## config.mk

```make
export PLATFORM = sky130hd
export DESIGN_NAME = imu_angle_frame_parser
export DESIGN_NICKNAME = d
export VERILOG_FILES = /design/src/design/iafp_pkg.sv /design/src/design/iafp_frame_parser.sv /design/src/design/iafp_convert.sv /design/src/design/imu_angle_frame_parser.sv
export SDC_FILE = /design/constraint.sdc
export NUM_CORES = 1
export LEC_CHECK = 0
export BUFFER_PORTS_ARGS = -buffer_cell sky130_fd_sc_hd__buf_2
export CORE_MARGIN = 2
export CORE_UTILIZATION = 40
export DETAILED_ROUTE_END_ITERATION = 10
export GPL_ROUTABILITY_DRIVEN = 0
export PLACE_DENSITY = 0.6
export SYNTH_ARGS = -nofsm -noshare
export SYNTH_HDL_FRONTEND = slang
export SYNTH_HIERARCHICAL = 1
export SYNTH_SLANG_ARGS = --single-unit
```

## constraint.sdc

```tcl
create_clock -name clk -period 11.65 [get_ports clk]
set_clock_uncertainty 0.1 [all_clocks]
set_input_delay 1.165 -clock clk [delete_from_list [all_inputs] [get_ports clk]]
set_output_delay 1.165 -clock clk [all_outputs]
set_load 0.01 [all_outputs]
```

## src/design/iafp_pkg.sv

```systemverilog
// ----------------------------------------------------------------------------
// IMU angle frame parser package
// Frame layout codes, raw sample bundle and fixed-point conversion constants.
// ----------------------------------------------------------------------------
`timescale 1ns / 1ps

package iafp_pkg;

  // Frame layout
  localparam logic [7:0] START_BYTE = 8'h55;
  localparam logic [7:0] ANGLE_TYPE = 8'h53;

  // Frame position codes: index of the next byte of the frame
  localparam logic [3:0] POS_HUNT  = 4'd0;
  localparam logic [3:0] POS_TYPE  = 4'd1;
  localparam logic [3:0] POS_DATA0 = 4'd2;
  localparam logic [3:0] POS_CHECK = 4'd10;

  // Angle: raw * 18000 / 2^15, floored
  localparam logic signed [15:0] ANGLE_SCALE = 16'sd18000;
  localparam int                 ANGLE_SHIFT = 15;

  // Temperature: floor(raw * 5 / 17) + 3653.
  // Bias the product by 17 * 9638 so the quotient is taken on a
  // non-negative value, then divide by reciprocal multiply (exact below 2^19).
  localparam logic signed [19:0] TEMP_BIAS   = 20'sd163846;
  localparam logic [19:0]        TEMP_RECIP  = 20'd986896;
  localparam int                 TEMP_SHIFT  = 24;
  localparam logic [15:0]        TEMP_OFFSET = 16'd5985;  // 9638 - 3653

  typedef struct packed {
    logic signed [15:0] roll;
    logic signed [15:0] pitch;
    logic signed [15:0] yaw;
    logic signed [15:0] temp;
  } raw_frame_t;

  typedef struct packed {
    logic done;     // current byte completes a good angle frame
    logic hunting;  // parser waits for a start byte
  } parse_status_t;

endpackage

```

## src/design/iafp_frame_parser.sv

```systemverilog
// ----------------------------------------------------------------------------
// IMU angle frame parser - frame tracker
// Hunts for the start byte, collects type, data and checksum, flags good
// angle frames and presents the assembled raw samples.
// ----------------------------------------------------------------------------
`timescale 1ns / 1ps

module iafp_frame_parser (
  input  logic                   clk,
  input  logic                   rst,
  input  logic                   enable,
  input  logic                   byte_valid,
  input  logic                   byte_take,
  input  logic [7:0]             rx_byte,
  output iafp_pkg::parse_status_t status,
  output iafp_pkg::raw_frame_t    raw
);

  logic [3:0] pos;
  logic [3:0] pos_next;
  logic [7:0] running_sum;
  logic [7:0] running_sum_next;
  logic [7:0] frame_type;
  logic [7:0] payload [8];
  logic [2:0] data_idx;
  logic       hunting;

  assign hunting  = (pos == iafp_pkg::POS_HUNT) || (pos > iafp_pkg::POS_CHECK);
  assign data_idx = 3'(pos - iafp_pkg::POS_DATA0);

  always_comb begin
    pos_next         = pos;
    running_sum_next = running_sum;
    if (enable) begin
      if (hunting) begin
        if (rx_byte == iafp_pkg::START_BYTE) begin
          pos_next         = iafp_pkg::POS_TYPE;
          running_sum_next = iafp_pkg::START_BYTE;
        end else begin
          pos_next = iafp_pkg::POS_HUNT;
        end
      end else if (pos == iafp_pkg::POS_CHECK) begin
        pos_next = iafp_pkg::POS_HUNT;
      end else begin
        pos_next         = pos + 4'd1;
        running_sum_next = running_sum + rx_byte;
      end
    end
  end

  assign status.done = byte_valid && enable && (pos == iafp_pkg::POS_CHECK) &&
                       (running_sum == rx_byte) &&
                       (frame_type == iafp_pkg::ANGLE_TYPE);
  assign status.hunting = hunting;

  always_ff @(posedge clk) begin
    if (rst) begin
      pos         <= iafp_pkg::POS_HUNT;
      running_sum <= '0;
    end else if (byte_take) begin
      pos         <= pos_next;
      running_sum <= running_sum_next;
    end
  end

  // type and data bytes carry no reset
  always_ff @(posedge clk) begin
    if (byte_take && enable && !hunting) begin
      if (pos == iafp_pkg::POS_TYPE) begin
        frame_type <= rx_byte;
      end else if (pos != iafp_pkg::POS_CHECK) begin
        payload[data_idx] <= rx_byte;
      end
    end
  end

  // data order: XL XH YL YH ZL ZH TL TH
  assign raw.roll  = {payload[1], payload[0]};
  assign raw.pitch = {payload[3], payload[2]};
  assign raw.yaw   = {payload[5], payload[4]};
  assign raw.temp  = {payload[7], payload[6]};

endmodule

```

## src/design/iafp_convert.sv

```systemverilog
// ----------------------------------------------------------------------------
// IMU angle frame parser - unit conversion
// Scales raw angles to centidegrees and raw temperature to centidegrees C,
// all with floor rounding.
// ----------------------------------------------------------------------------
`timescale 1ns / 1ps

module iafp_convert (
  input  iafp_pkg::raw_frame_t raw,
  output logic signed [15:0]   roll_centideg,
  output logic signed [15:0]   pitch_centideg,
  output logic signed [15:0]   yaw_centideg,
  output logic signed [14:0]   temp_centideg
);

  logic signed [30:0] roll_prod;
  logic signed [30:0] pitch_prod;
  logic signed [30:0] yaw_prod;
  logic signed [19:0] temp_x5;
  logic signed [19:0] temp_biased;
  logic [18:0]        temp_u;
  logic [38:0]        temp_prod;
  logic [14:0]        temp_quot;
  logic [15:0]        temp_diff;

  assign roll_prod  = 31'(raw.roll)  * 31'(iafp_pkg::ANGLE_SCALE);
  assign pitch_prod = 31'(raw.pitch) * 31'(iafp_pkg::ANGLE_SCALE);
  assign yaw_prod   = 31'(raw.yaw)   * 31'(iafp_pkg::ANGLE_SCALE);

  // upper bits of the product are the floored quotient
  assign roll_centideg  = roll_prod[30:iafp_pkg::ANGLE_SHIFT];
  assign pitch_centideg = pitch_prod[30:iafp_pkg::ANGLE_SHIFT];
  assign yaw_centideg   = yaw_prod[30:iafp_pkg::ANGLE_SHIFT];

  // times five as shift and add, then shift into the non-negative range
  assign temp_x5     = (20'(raw.temp) <<< 2) + 20'(raw.temp);
  assign temp_biased = temp_x5 + iafp_pkg::TEMP_BIAS;
  assign temp_u      = temp_biased[18:0];
  assign temp_prod   = 39'(temp_u) * 39'(iafp_pkg::TEMP_RECIP);
  assign temp_quot   = temp_prod[38:iafp_pkg::TEMP_SHIFT];
  assign temp_diff   = {1'b0, temp_quot} - iafp_pkg::TEMP_OFFSET;
  assign temp_centideg = temp_diff[14:0];

endmodule

```

## src/design/imu_angle_frame_parser.sv

```systemverilog
// ----------------------------------------------------------------------------
// IMU angle frame parser
// Parses 11-byte sensor frames from a byte stream and emits roll, pitch,
// yaw and temperature for every angle frame with a good checksum.
// ----------------------------------------------------------------------------
// Channel   Direction  Handshake              Payload
// config    in         cfg_wen                cfg_wdata (enable)
// bytes     in         in_valid / in_stall    rx_byte
// angles    out        out_valid / out_stall  roll, pitch, yaw, temp centideg
//
// One byte is taken every cycle unless in_stall is raised. A byte is held in
// the input register while the frame tracker works on it, the tracker closes
// a good frame into the sample register, and the conversion fills the output
// register from the sample register once the output is free.
// Reset clears the enable, the frame position, the checksum and all valids.
// A stall on the output backs up through the sample register; bytes that
// do not close a frame keep flowing while a result waits.
// ----------------------------------------------------------------------------
`timescale 1ns / 1ps

module imu_angle_frame_parser (
  input  logic               clk,
  input  logic               rst,
  input  logic               cfg_wen,
  input  logic               cfg_wdata,
  input  logic               in_valid,
  output logic               in_stall,
  input  logic [7:0]         rx_byte,
  output logic               out_valid,
  input  logic               out_stall,
  output logic signed [15:0] roll_centideg,
  output logic signed [15:0] pitch_centideg,
  output logic signed [15:0] yaw_centideg,
  output logic signed [14:0] temp_centideg
);

  logic                    enable;
  logic                    s0_valid;
  logic [7:0]              s0_byte;
  logic                    s0_take;
  logic                    s1_valid;
  logic                    s1_ready;
  logic                    s2_ready;
  iafp_pkg::raw_frame_t    s1_raw;
  iafp_pkg::raw_frame_t    parse_raw;
  iafp_pkg::parse_status_t status;
  logic signed [15:0]      roll_conv;
  logic signed [15:0]      pitch_conv;
  logic signed [15:0]      yaw_conv;
  logic signed [14:0]      temp_conv;

  always_ff @(posedge clk) begin
    if (rst) begin
      enable <= 1'b0;
    end else if (cfg_wen) begin
      enable <= cfg_wdata;
    end
  end

  assign s2_ready = !out_valid || !out_stall;
  assign s1_ready = !s1_valid || s2_ready;
  // a byte that closes no frame never waits on the sample register
  assign s0_take  = s0_valid && (s1_ready || !status.done);
  assign in_stall = s0_valid && !s0_take;

  always_ff @(posedge clk) begin
    if (rst) begin
      s0_valid <= 1'b0;
    end else if (in_valid && !in_stall) begin
      s0_valid <= 1'b1;
    end else if (s0_take) begin
      s0_valid <= 1'b0;
    end
  end

  always_ff @(posedge clk) begin
    if (in_valid && !in_stall) begin
      s0_byte <= rx_byte;
    end
  end

  iafp_frame_parser u_parser (
    .clk        (clk),
    .rst        (rst),
    .enable     (enable),
    .byte_valid (s0_valid),
    .byte_take  (s0_take),
    .rx_byte    (s0_byte),
    .status     (status),
    .raw        (parse_raw)
  );

  always_ff @(posedge clk) begin
    if (rst) begin
      s1_valid <= 1'b0;
    end else if (s0_take && status.done) begin
      s1_valid <= 1'b1;
    end else if (s2_ready) begin
      s1_valid <= 1'b0;
    end
  end

  always_ff @(posedge clk) begin
    if (s0_take && status.done) begin
      s1_raw <= parse_raw;
    end
  end

  iafp_convert u_convert (
    .raw            (s1_raw),
    .roll_centideg  (roll_conv),
    .pitch_centideg (pitch_conv),
    .yaw_centideg   (yaw_conv),
    .temp_centideg  (temp_conv)
  );

  always_ff @(posedge clk) begin
    if (rst) begin
      out_valid <= 1'b0;
    end else if (s1_valid && s2_ready) begin
      out_valid <= 1'b1;
    end else if (!out_stall) begin
      out_valid <= 1'b0;
    end
  end

  always_ff @(posedge clk) begin
    if (s1_valid && s2_ready) begin
      roll_centideg  <= roll_conv;
      pitch_centideg <= pitch_conv;
      yaw_centideg   <= yaw_conv;
      temp_centideg  <= temp_conv;
    end
  end

  // a closed frame always sends the tracker back to hunting
  assert property (@(posedge clk) disable iff (rst)
    (s0_take && status.done) |=> status.hunting)
    else $error("parser did not return to hunting after a good frame");

  // a result only appears after a sample was held
  assert property (@(posedge clk) disable iff (rst)
    $rose(out_valid) |-> $past(s1_valid))
    else $error("result without a captured frame");

  // temperature stays at or above the floor of the conversion
  assert property (@(posedge clk) disable iff (rst)
    out_valid |-> (temp_centideg >= -15'sd5985))
    else $error("temperature out of range");

  // a disabled parser never closes a frame
  assert property (@(posedge clk) disable iff (rst)
    !enable |-> !status.done)
    else $error("frame closed while disabled");

endmodule
```

==> summary.txt, run 1 <==
Status
  • Run status: completed

Layout
  • Area delta synth->final: 9.792%
  • FILL cells: 4980
  • Register area: between 0.006 and 0.007 mm²
  • Share of cells above drive strength 1: 0.07965
  • Final instance area: 0.02363 mm²
  • Ant diodes: 0
  • Nets: 2620
  • Area of the multi-input gates: 0.01355 mm²
  • End-of-flow core utilization: 0.4416

Clocking
  • CTS tree: done
  • Clock Sinks: 223
  • Clock Path Buffers: 3
  • Clk Latency, worst-skew pair: 560 ps
  • Post-CTS setup buffers: 0
  • Root Driver: clkbuf_16
  • CTS Buf Count: 26
  • Post_cts resized: 0
  • Clock slew at reported path FFs: roughly 70 ps
  • # hold bufs at CTS: 0
  • CTS H-tree depth: 1

Pwr
  • Pleak: 11.07 nW
  • Power density over the cells: approximately 73 mW/mm²
  • Clock Power Share: 0.479
  • Net Sw Power: 0.0003557 W
  • Sw Ratio: 0.2065
  • Sequential Power Share: 0.513
  • Cell internal pwr: 0.001367 W
  • Comb pwr share: 0.008
  • Worst IR drop on VDD: 0.0001072 V

Critical path
  • Arrival @ worst endpoint: 10090 ps
  • CP Capture Type: register
  • Most used cell, CP: inv_1
  • Critical path's slowest cell: a211oi_1
  • Required time of the worst setup path: 11850 ps
  • Peak fanout along the critical path: 6
  • Worst setup SP type: register
  • Register-to-register setup slack: 1770 ps
  • Worst stage delay on the critical path: 840 ps
  • R2R depth: 36
  • Crit path kind: register to register

Floorplan
  • Starting Density: 0.4022
  • CORE AREA: 0.05350 mm²
  • Die Height: 235.9 µm
  • Die width: 235.9 µm
  • Cell Rows: 85
  • Total die area: 0.05567 mm²
  • IO Pins: 79

Global route
  • First-pass GRT wire length: 69930 µm
  • Largest net degree at the start of global routing: 65
  • Grt ovf: 0
  • Vias in the first global route: 14180
  • Initial antenna violation count: 0
  • GRT Total Usage: 0.1514

Drt
  • Iter 0 DRT Violations: 492
  • DRT Pass-1 Iters: 5
  • Via density per instance: between 4 and 5
  • Final ANT Viol Nets: 0
  • Routed len/inst: 14.89 µm
  • Drt total wl: ~41000 µm
  • Via Count: 13490
  • DR DRC count: 0

STA
  • Endpoints failing setup: 0
  • Slew HR: 0.1955
  • Slew Limit Fails: 0
  • Fin Setup TNS: 0 ps
  • Slew at the pin closest to its max-slew limit: 1198 ps
  • RSZ-0062 raised after global routing: no
  • Final min period: a little under 10000 ps
  • Max Freq: just over 0.1 GHz
  • Final Cycle Share: 0.8482
  • Hold Fails Final Rpt: 0

Logic synthesis
  • Area of the mapped netlist: 0.02152 mm²
  • Synthesized instance count: 1920
  • Synthesized Nets: 2525
  • Post-synthesis average cell area: 11.21 µm²
  • Synth warnings: 6

Worst hold path
  • Hold-critical path depth: 0
  • Worst hold path class: register to register

Place
  • PortBufs: 78
  • DP HPWL: between 30000 and 40000 µm
  • Dpl cell area: 0.02276 mm²

Flow run
  • Max-Cap Viols: 0
-- worst paths after layout --
path	end	from
min reg2reg	s1_raw[20]$_DFFE_PP_	u_parser/payload[4][4]$_DFFE_PP_
max reg2reg	temp_centideg[14]$_DFFE_PP_	s1_raw[0]$_DFFE_PP_
min	s1_raw[20]$_DFFE_PP_	u_parser/payload[4][4]$_DFFE_PP_
max	temp_centideg[14]$_DFFE_PP_	s1_raw[0]$_DFFE_PP_
-- power groups by stage --
stage / combinational (W) / sequential, W / clock [W]
floorplan: 0.00000827 / 0.000893 / 0
global placement: 0.0000126 / 0.000902 / 0
detailed placement: 0.0000129 / 0.000902 / 0
CTS: 0.0000129 / 0.000885 / 0.000853
global route: 0.0000141 / 0.000885 / 0.000887
finish: 0.0000130 / 0.000884 / 0.000826
-- layout make-up --
class,count,area share
clock buffers,31,0.02918
clock inverters,16,0.007626
inverters,368,0.05847
multi-input cells,1314,0.5734
flip-flops and latches,223,0.2767
well taps,696,0.03686
repair buffers,82,0.01779
-- per-stage QoR --
step	instances	setup WS (ps)	total power (W)	hold slack [ps]
4_1_cts	2730	1727	0.001750	314.6
2_1_floorplan	1920	2608	0.0009010	300.3
5_1_grt	2730	1039	0.001786	321.6
3_5_place_dp	2683	1770	0.0009145	304.5
3_3_place_gp	2683	1975	0.0009141	300.1
6_report	2730	1768	0.001723	313.4
-- registers in the layout, summed over array words and instances (netlist names) --
signal and flops:
s0_valid 1, roll_centideg 16, s1_valid 1, u_parser/pos 4, s1_raw 64, temp_centideg 15, pitch_centideg 16, u_parser/frame_type 8
s0_byte 8, out_valid 1, u_parser/running_sum 8, enable 1, yaw_centideg 16, u_parser/payload 64
-- layer usage --
layer / global-route usage / wire length (µm)
met2: 0.2638 / 19600
met1: 0.2026 / 19250
met4: 0.03146 / 669
met5: 0 / 0
met3: 0.01802 / 1121
-- cell usage in the layout (no fill, tap or decap), types with 16 or more instances in the layout --
cell type and n:
buf_2 78, inv_1 367, dfxtp_1 16, nor2_1 93, o21ai_0 27, a21oi_1 66
xor2_1 46, a21o_1 27, nand3_1 25, clkbuf_16 26, ha_1 408, nor3_1 39
edfxtp_1 207, mux2i_1 17, o21a_1 20, fa_1 183, xnor2_1 85, nand2_1 66
-- critical path, delay by kind of cell, from the launching register on --
kind            cells  cell delay (ps)
compound gates     16             3780
flops               1              440
fa+ha+maj          10             3900
simple gates        3              790
buf+inv             7              610
Note: power is estimated with default switching activity, not from simulation.
==> run 2, diff against run 1 <==
PLACE_DENSITY = 0.62   (was 0.6)
clock period = 9 ns   (was 11.65 ns; I/O delays follow)
==> run 2 against run 1 <==
  * Worst setup slack worse by 1500 ps
  * Utilization up 1.4 points
  * Flip-flop and latch count is the same
  * First-iteration DRC count is 10% lower
  * Largest power group unchanged
==> summary.txt, run 2 (synthesis results as in run 1) <==
Layout
  • Top flop regs: s1_raw (64), u_parser/payload (64) (unchanged)
  • Final instance area: 0.02439 mm² (was 0.02363 mm²)
  • Most frequent cells in the layout: 394 x ha_1, 362 x inv_1, 207 x edfxtp_1 (was 408 x ha_1, 367 x inv_1, 207 x edfxtp_1)
  • Area delta synth->final: 13.34% (was 9.792%)
  • FILL cells: 4891 (was 4980)
  • Final non-filler cell total: 2779 (was 2730)
  • End-of-flow core utilization: 0.4559 (was 0.4416)
  • Share of cells above drive strength 1: 0.1306 (was 0.07965)
  • Nets: 2667 (was 2620)
  • Commonest non-fill, non-tap cell in the layout: ha_1 (unchanged)

Floorplan
  • IO Pins: 79 (unchanged)
  • Cell Rows: 85 (unchanged)
  • CORE AREA: 0.05350 mm² (unchanged)
  • Die Height: 235.9 µm (unchanged)
  • Total die area: 0.05567 mm² (unchanged)
  • Starting Density: 0.4022 (unchanged)
  • Die width: 235.9 µm (unchanged)

Critical path
  • Most used cell, CP: inv_1 (unchanged)
  • CP Capture Type: register (unchanged)
  • Crit path kind: register to register (unchanged)
  • Worst stage delay on the critical path: 560 ps (was 840 ps)
  • Worst setup SP type: register (unchanged)
  • Required time of the worst setup path: 9190 ps (was 11850 ps)
  • Peak fanout along the critical path: 4 (was 6)
  • Worst path bufs/invs: 7 (unchanged)
  • CP top delay family: adder cells (unchanged)
  • Critical path's slowest cell: fa_1 (was a211oi_1)
  • Register-to-register setup slack: 290 ps (was 1770 ps)
  • Arrival @ worst endpoint: 8900 ps (was 10090 ps)

STA
  • Final Cycle Share: 0.9678 (was 0.8482)
  • Final min period: 8710 ps (was 9882 ps)
  • Final hold slack: 309.7 ps (was 313.4 ps)
  • Slew at the pin closest to its max-slew limit: 1235 ps (was 1198 ps)
  • Endpoints failing setup: 0 (unchanged)
  • Max Freq: 0.1148 GHz (was 0.1012 GHz)
  • Slew HR: 0.1706 (was 0.1955)
  • Hold Fails Final Rpt: 0 (unchanged)
  • Slew Limit Fails: 0 (unchanged)

Global route
  • Vias in the first global route: 14160 (was 14180)
  • GRT Total Usage: 0.1478 (was 0.1514)
  • First-pass GRT wire length: 68400 µm (was 69930 µm)
  • Initial antenna violation count: 0 (unchanged)
  • Grt ovf: 0 (unchanged)
  • Largest net degree at the start of global routing: 65 (unchanged)

Clocking
  • Clock Path Buffers: 3 (unchanged)
  • CTS tree: done (unchanged)
  • Clock Sinks: 223 (unchanged)
  • Root Driver: clkbuf_16 (unchanged)
  • CTS H-tree depth: 1 (unchanged)
  • Clk Latency, worst-skew pair: 560 ps (about the same)
  • CTS Buf Count: 26 (unchanged)
  • Clock slew at reported path FFs: 60 ps (was 70 ps)

Drt
  • DRT Pass-1 Iters: 5 (unchanged)
  • Iter 0 DRT Violations: 441 (was 492)
  • DR DRC count: 0 (unchanged)
  • Via density per instance: 4.933 (was 4.941)
  • Routed len/inst: 14.77 µm (was 14.89 µm)
  • Drt total wl: 41040 µm (was 40640 µm)
  • Final ANT Viol Nets: 0 (unchanged)
  • Via Count: 13710 (was 13490)

Worst hold path
  • Worst hold path class: register to register (unchanged)

Place
  • PortBufs: 78 (unchanged)
  • Dpl cell area: 0.02301 mm² (was 0.02276 mm²)
  • DP HPWL: 32290 µm (was 32590 µm)
  • Placed insts: 2716 (was 2683)

Pwr
  • Sequential Power Share: 0.510 (was 0.513)
  • Power density over the cells: 91.81 mW/mm² (was 72.92 mW/mm²)
  • Sw Ratio: 0.2139 (was 0.2065)
  • Net Sw Power: 0.0004790 W (was 0.0003557 W)
  • Clock Power Share: 0.482 (was 0.479)
  • Pleak: 11.34 nW (was 11.07 nW)
  • Comb pwr share: 0.009 (was 0.008)
  • Tot Pwr: 0.002239 W (was 0.001723 W)
  • Worst IR drop on VDD: 0.0001413 V (was 0.0001072 V)
  • Cell internal pwr: 0.001760 W (was 0.001367 W)

Flow run
  • Max-Cap Viols: 0 (unchanged)

Status
  • Run status: completed (unchanged)
## run 2: changes by cell type in the layout (fill, tap and decap cells not counted), sizes merged
cell      before  now
diode          0    1
buf           82  128
clkbuf        31   28
inv          369  371
clkinvlp       3    4
clkinv         9   11
## run 2: area by class of cell
class	count	area [µm²]	share of cell area
multi-input combinational	1314	13940	0.5715
clock inverter	21	226.5	0.009286
antenna	1	2.502	0.0001026
sequential	223	6536	0.2680
clock buffer	27	654.4	0.02683
tap	696	870.8	0.03571
inverter	368	1381	0.05664
timing repair buffer	129	778.2	0.03191
## run 2: power by group through the flow
stage	sequential (W)	clock, W	combinational (W)
finish	0.00114	0.00108	0.0000194
global route	0.00114	0.00116	0.0000213
floorplan	0.00116	0	0.0000107
global placement	0.00116	0	0.0000190
detailed placement	0.00116	0	0.0000193
CTS	0.00114	0.00112	0.0000193
## run 2: worst paths after layout
path / to / depth (start not counted) / from
max: temp_centideg[14]$_DFFE_PP_ / 37 / s1_raw[2]$_DFFE_PP_
min: s1_raw[28]$_DFFE_PP_ / 0 / u_parser/payload[5][4]$_DFFE_PP_
max reg2reg: temp_centideg[14]$_DFFE_PP_ / 37 / s1_raw[2]$_DFFE_PP_
min reg2reg: s1_raw[28]$_DFFE_PP_ / 0 / u_parser/payload[5][4]$_DFFE_PP_
## run 2: worst register-to-register path, delay by kind of cell, from the launching register on
family	cells	cell delay (ps)
fa+ha+maj	10	3330
compound gates	13	2530
simple gates	7	1660
buf+inv	7	510
flops	1	360
## run 2: stage by stage
| stage | setup slack (ps) | TNS, ps |
|---|---|---|
| 4_1_cts | 12.75 | 0 |
| 6_report | 290.2 | 0 |
| 2_1_floorplan | 160.1 | 0 |
| 5_1_grt | -41.60 | -41.60 |
| 3_5_place_dp | -158.5 | -158.5 |
| 3_3_place_gp | 26.81 | 0 |
## run 2: layer usage
layer,track usage,share of wire,vias up
met4,0.02741,0.012,0
met1,0.1961,0.47,6649
li1,-,-,6874
met3,0.02142,0.031,42
met5,0,0,-
met2,0.2582,0.49,143
## run 2: what timing repair did
item / CTS / global route
hold buffers: 0 / 0
resized for setup: 6 / 66
setup buffers: 1 / 13
pin swaps: 3 / 34
endpoints found under the setup margin: 1 / 7
